**src/rtl/dcr_pkg.sv**
```systemverilog
// dcr_pkg: shared widths, register indexes, fixed-point constants and helpers
// for the dual comb reverb. No dependencies; imported by every rtl/dcr_* file.
package dcr_pkg;

  localparam int SAMPLE_BITS = 16;
  localparam int MAX_DELAY   = 4096;
  localparam int ADDR_W      = $clog2(MAX_DELAY);
  localparam int DLY_W       = ADDR_W + 1;
  localparam int MUL_W       = 19;
  localparam int PROD_W      = 2 * MUL_W;
  localparam int CFG_IDX_W   = 8;
  localparam int CFG_DATA_W  = 16;
  localparam int COEF_W      = 16;
  // m + (product >>> 16) before clamping
  localparam int SAT_W       = PROD_W - 15;

  typedef logic signed [SAMPLE_BITS-1:0] sample_t;
  typedef logic [CFG_IDX_W-1:0]          cfg_idx_t;

  localparam cfg_idx_t REG_BYPASS  = cfg_idx_t'(0);
  localparam cfg_idx_t REG_ROOM    = cfg_idx_t'(1);
  localparam cfg_idx_t REG_DAMPING = cfg_idx_t'(2);
  localparam cfg_idx_t REG_WET_DRY = cfg_idx_t'(3);

  // base delays in tenths of a frame divided by 16 (14256/16, 17808/16);
  // the remaining /81920 is >>14 then /5
  localparam int BASE_A_Q  = 891;
  localparam int BASE_B_Q  = 1113;
  // floor(v/5) = (v * 52429) >> 18, exact for v < 2^18
  localparam int DIV5_MUL  = 52429;
  localparam int GAIN_CAP  = 62259;
  // (196608 + 4r)/4
  localparam int GAIN_BIAS = 49152;
  localparam int ONE_Q16   = 65536;
  localparam int TWO_Q16   = 131072;

  localparam logic [CFG_DATA_W-1:0] ROOM_RESET = CFG_DATA_W'(32768);
  localparam logic [CFG_DATA_W-1:0] DAMP_RESET = CFG_DATA_W'(32768);
  localparam logic [CFG_DATA_W-1:0] WET_RESET  = CFG_DATA_W'(19661);

  typedef struct packed {
    logic              wr_en_a;
    logic              wr_en_b;
    logic              rd_en;
    logic [ADDR_W-1:0] wr_addr;
    logic [ADDR_W-1:0] rd_addr_a;
    logic [ADDR_W-1:0] rd_addr_b;
  } line_ctl_t;

  localparam logic signed [SAT_W-1:0] SAT_HI = SAT_W'((2 ** (SAMPLE_BITS - 1)) - 1);
  localparam logic signed [SAT_W-1:0] SAT_LO = SAT_W'(-(2 ** (SAMPLE_BITS - 1)));

  function automatic sample_t sat_sample(input logic signed [SAT_W-1:0] v);
    sample_t r;
    if (v > SAT_HI) begin
      r = SAT_HI[SAMPLE_BITS-1:0];
    end else if (v < SAT_LO) begin
      r = SAT_LO[SAMPLE_BITS-1:0];
    end else begin
      r = v[SAMPLE_BITS-1:0];
    end
    return r;
  endfunction

endpackage

```
**src/rtl/dcr_mul.sv**
```systemverilog
// dcr_mul: shared signed multiplier with registered product.
// Depends on dcr_pkg (MUL_W, PROD_W).
module dcr_mul
  import dcr_pkg::*;
(
  input  logic                     clk,
  input  logic signed [MUL_W-1:0]  op_x,
  input  logic signed [MUL_W-1:0]  op_y,
  output logic signed [PROD_W-1:0] prod
);

  always_ff @(posedge clk) begin
    prod <= PROD_W'(op_x) * PROD_W'(op_y);
  end

endmodule

```
**config.mk**
```make
export PLATFORM = sky130hd
export DESIGN_NAME = dcr_mul
export DESIGN_NICKNAME = d
export VERILOG_FILES = /design/src/rtl/dcr_pkg.sv /design/src/rtl/dcr_mul.sv
export SDC_FILE = /design/constraint.sdc
export NUM_CORES = 1
export LEC_CHECK = 0
export ABC_AREA = 1
export BUFFER_PORTS_ARGS = -buffer_cell sky130_fd_sc_hd__clkbuf_2
export CORE_MARGIN = 2
export CORE_UTILIZATION = 50
export CTS_CLUSTER_SIZE = 28
export DETAILED_ROUTE_END_ITERATION = 7
export GPL_TIMING_DRIVEN = 0
export PLACE_DENSITY = 0.65
export SETUP_SLACK_MARGIN = 0.1
export SLEW_MARGIN = 15
export SYNTH_ARGS = -nofsm -noshare
export SYNTH_HDL_FRONTEND = slang
export SYNTH_SLANG_ARGS = --single-unit
```
**constraint.sdc**
```tcl
create_clock -name clk -period 14.8 [get_ports clk]
set_input_delay 0.74 -clock clk [delete_from_list [all_inputs] [get_ports clk]]
set_output_delay 0.74 -clock clk [all_outputs]
set_load 0.005 [all_outputs]
```
======== Word-level counts from Yosys, hierarchy flattened ========
Index checks and enable logic that the tools add are counted.
word-level totals
  register bits ........................... 38
  input bits .............................. 39
  output and inout bits ................... 38
  logic and storage cells ................. 2
cells by class
  multiply operators ...................... 1
operator list
  kind                          number
  multiplier 19 x 19 -> 38 bit  1

======== Depth between registers and ports, before layout ========
  depth in word-level cells ............... 1
  gate-level depth with buffers ........... 29
  gate-level depth less buffers ........... 27

======== Least setup slack after synthesis ========
No wires, ideal clock.
  path kind ............................... input -> register
  from .................................... input port op_y[2]
  to ...................................... register prod[32]
  library setup time ...................... 112 ps
  arrival time ............................ 6445 ps
  data required time ...................... 14688 ps
  path slack .............................. 8242 ps
  stages .................................. 24
  path buffers ............................ 2
  cells stage by stage .................... clkbuf_1 > clkbuf_1 > nand2_1 > fa_1 > inv_1 > fa_1 > fa_1 > inv_1 > fa_1 > inv_1 > fa_1 > inv_1 > fa_1 > inv_1 > ha_1 > ha_1 > nand2_1 > inv_1 > nand2_1 > nor3_1 > and3_1 > nand2_1 > nand3_1 > nand2_1
on the way
  longest elaborated chain between the ends .. 1
RTL lines
  what                          line           text
  start: declaration            dcr_mul.sv:8   input logic signed [MUL_W-1:0] op_y,
  multiplier 19 x 19 -> 38 bit  dcr_mul.sv:13  prod <= PROD_W'(op_x) * PROD_W'(op_y);
  end signal: assignment        dcr_mul.sv:13
  end: declaration              dcr_mul.sv:9   output logic signed [PROD_W-1:0] prod
No other way between the ends.

======== Worst setup path in the final report ========
  from .................................... input port op_y[2]
  to ...................................... register prod[35]
Same word-level chain as after synthesis.

==> flow_metrics.tcl <==
set metrics [dict create \
    htree_levels 2 \
    syn_inst 1975 \
    whs_path_depth 3 \
    status "finished clean" \
    routedWlPerCell_um 17.2 \
    grt_pass1_wl_um 67400 \
    place_congestion 0.959 \
    rsz0062_at_grt "false" \
    maxCapViolCount 0 \
    grt_max_degree 14 \
    fin_crit_ns 7.56 \
    async_flop_share_pct 0 \
    multi_input_area_sq_mm 0.0119 \
    drt-vias-per-instance 5.00 \
    layout.nets 2542 \
    largest_reg_flops 38 \
    syn-num-nets 2496 \
    io_pins 77 \
    critPathArrivalTime_ns 7.75 \
    yosys.area.top_type "fa_1" \
    synthTopCellsByCount "inv_1, nand2_1, fa_1, ha_1, clkbuf_1" \
    synth_top_area_share_pct 48.2 \
    hold_start "op_y[0]" \
    slew_viol_final 0 \
    syn_area_sq_mm 0.0153 \
    synth.most_common_cell "inv_1" \
    critPathKind "input pin to flip-flop" \
    path_max_fanout 10 \
    seq_area_sq_um 761 \
    largestRegisters "prod x38" \
    cts-root-buf "clkbuf_16" \
    cts_tree "yes" \
    core_region_area_sq_mm 0.0303 \
    rows 64 \
    clock-sinks 38 \
    top_register "prod" \
    ys_seq_elements 38 \
    dr.first_iter.drc_count 979 \
    synth.area.top_cells "fa_1, inv_1, nand2_1, ha_1, dfxtp_1" \
    min_path_type "input pin to flip-flop" \
    die_h_um 179 \
    drive_gt1_share_pct 3.12 \
    syn_avg_cell_area_sq_um 7.76 \
    ys.flop_type "dfxtp_1" \
    clk_path_buf_depth 2 \
    fin_ws_ns 7.24 \
    min_to "prod[0]$_DFF_P_" \
    drtAntennaViolNets 0 \
    vias 12100 \
    totalWireLength_um 41600 \
    required_ns 14.99 \
    grt_overflow 0 \
    ctsHoldBuffers 0 \
    maxSlewHeadroom_pct 35.4 \
    post-route-drc-count 0 \
    synth.distinct_cells 27 \
    finalCritPeriodShare_pct 51.1 \
    critPathLaunchType "input pin" \
    fmax_mhz 132 \
    antenna_found_initial 2 \
    synth-seq-area-share_pct 4.97 \
    initial_core_util_pct 50.5 \
    area_delta_synth_final_pct 5.79 \
    grt_usage_pct 28.2 \
    io_buffer_count 39 \
    preCtsSetupSlack_ns 7.00 \
    yosysWarnings 0 \
    cts_buffers 5 \
    cts_resized 0 \
    tightest_slew_ns 0.970 \
    final.setup.tns_ns 0 \
    die_w_um 179 \
    hold-worst-slack_ns 0.973 \
    grt_pass1_vias 12700 \
    end_kind "flip-flop" \
    cts.reportedPaths.clkPinSlew_ns 0.06 \
    dr.pass1.iters 5 \
    die_area_sq_mm 0.0321 \
    fillers 2974 \
    post_cts_buffers 0 \
    finalSetupViolations 0 \
    place_hpwl_um 35400 \
    synth_edf_count 0 \
    finalHoldViolCount 0 \
]
==> final cells by class <==
cell class / count / share of cell area [%]
multi-input cells: 1224 / 73.3
inverters: 638 / 14.8
flip-flops and latches: 38 / 4.69
well taps: 396 / 3.06
plain buffers: 75 / 1.74
repair buffers: 39 / 1.20
clock buffers: 5 / 0.772
clock inverters: 3 / 0.425
diodes: 1 / 0.0154
==> stage by stage <==
stage | area (sq um) | utilization [%] | instances
2_1_floorplan | 15300 | - | 1975
3_3_place_gp | 16000 | 52.7 | 2410
3_5_place_dp | 16000 | 52.7 | 2410
4_1_cts | 16200 | 53.4 | 2418
5_1_grt | 16200 | 53.4 | 2419
6_report | 16200 | 53.4 | 2419
==> cell families after synthesis <==
| logic type | Yosys count | share of synthesized area (%) |
|---|---|---|
| buffers and inverters | 713 | 17.5 |
| xor gates and xnor gates | 21 | 1.20 |
| DFF | 38 | 4.97 |
| AOI/OAI and AO/OA | 39 | 1.39 |
| adders and majority gates | 482 | 57.5 |
| and+or+nand+nor | 682 | 17.5 |
==> layer usage <==
metal  vias up  GRT usage, %  wire length, um
li1       5540             -                -
met3        98          5.36             3540
met2       499          46.3            19900
met4         0          10.7             1800
met1      5948          37.1            16400
met5         -             0                0
==> placed cells by master (no fill, tap or decap), types with 5 or more instances in the layout <==
cell type,instances
o21ai_0,7
fa_1,369
nor3_1,5
o21bai_1,6
clkbuf_2,39
nand4_1,5
nand2_1,568
ha_1,113
clkbuf_16,5
dfxtp_1,38
nor2_1,55
clkbuf_1,60
nand3_1,28
inv_1,637
xor2_1,17
a21oi_1,25
or2_2,5
nand2_2,6
buf_1,15
==> worst max-delay path by stage <==
stage | slack, ns | cells past startpoint | start | endpoint
2_1_floorplan | 8.24 | 24 | op_y[2] | prod[32]$_DFF_P_
4_1_cts | 7.26 | 23 | op_x[18] | prod[35]$_DFF_P_
3_5_place_dp | 7.00 | 23 | op_x[18] | prod[35]$_DFF_P_
5_1_grt | 6.80 | 24 | op_x[18] | prod[32]$_DFF_P_
6_report | 7.24 | 23 | op_y[2] | prod[35]$_DFF_P_
3_3_place_gp | 7.05 | 23 | op_x[18] | prod[35]$_DFF_P_
==> critical path: stages <==
cell      delay, ns
clkbuf_1       0.49
clkbuf_1       0.59
nand2_1        0.24
fa_1           0.63
inv_1          0.14
fa_1           0.53
fa_1           0.80
inv_1          0.27
fa_1           0.54
inv_1          0.06
fa_1           0.54
inv_1          0.06
fa_1           0.50
inv_1          0.05
ha_1           0.27
ha_1           0.38
nand2_1        0.14
nor2_1         0.18
nand2_1        0.11
nor3_1         0.15
nand2_1        0.15
nand3_1        0.11
nand2_1        0.05
Power is left out: the tool's default activity adds up to more than one toggle a clock period on the data nets, which glitch-free logic cannot reach.
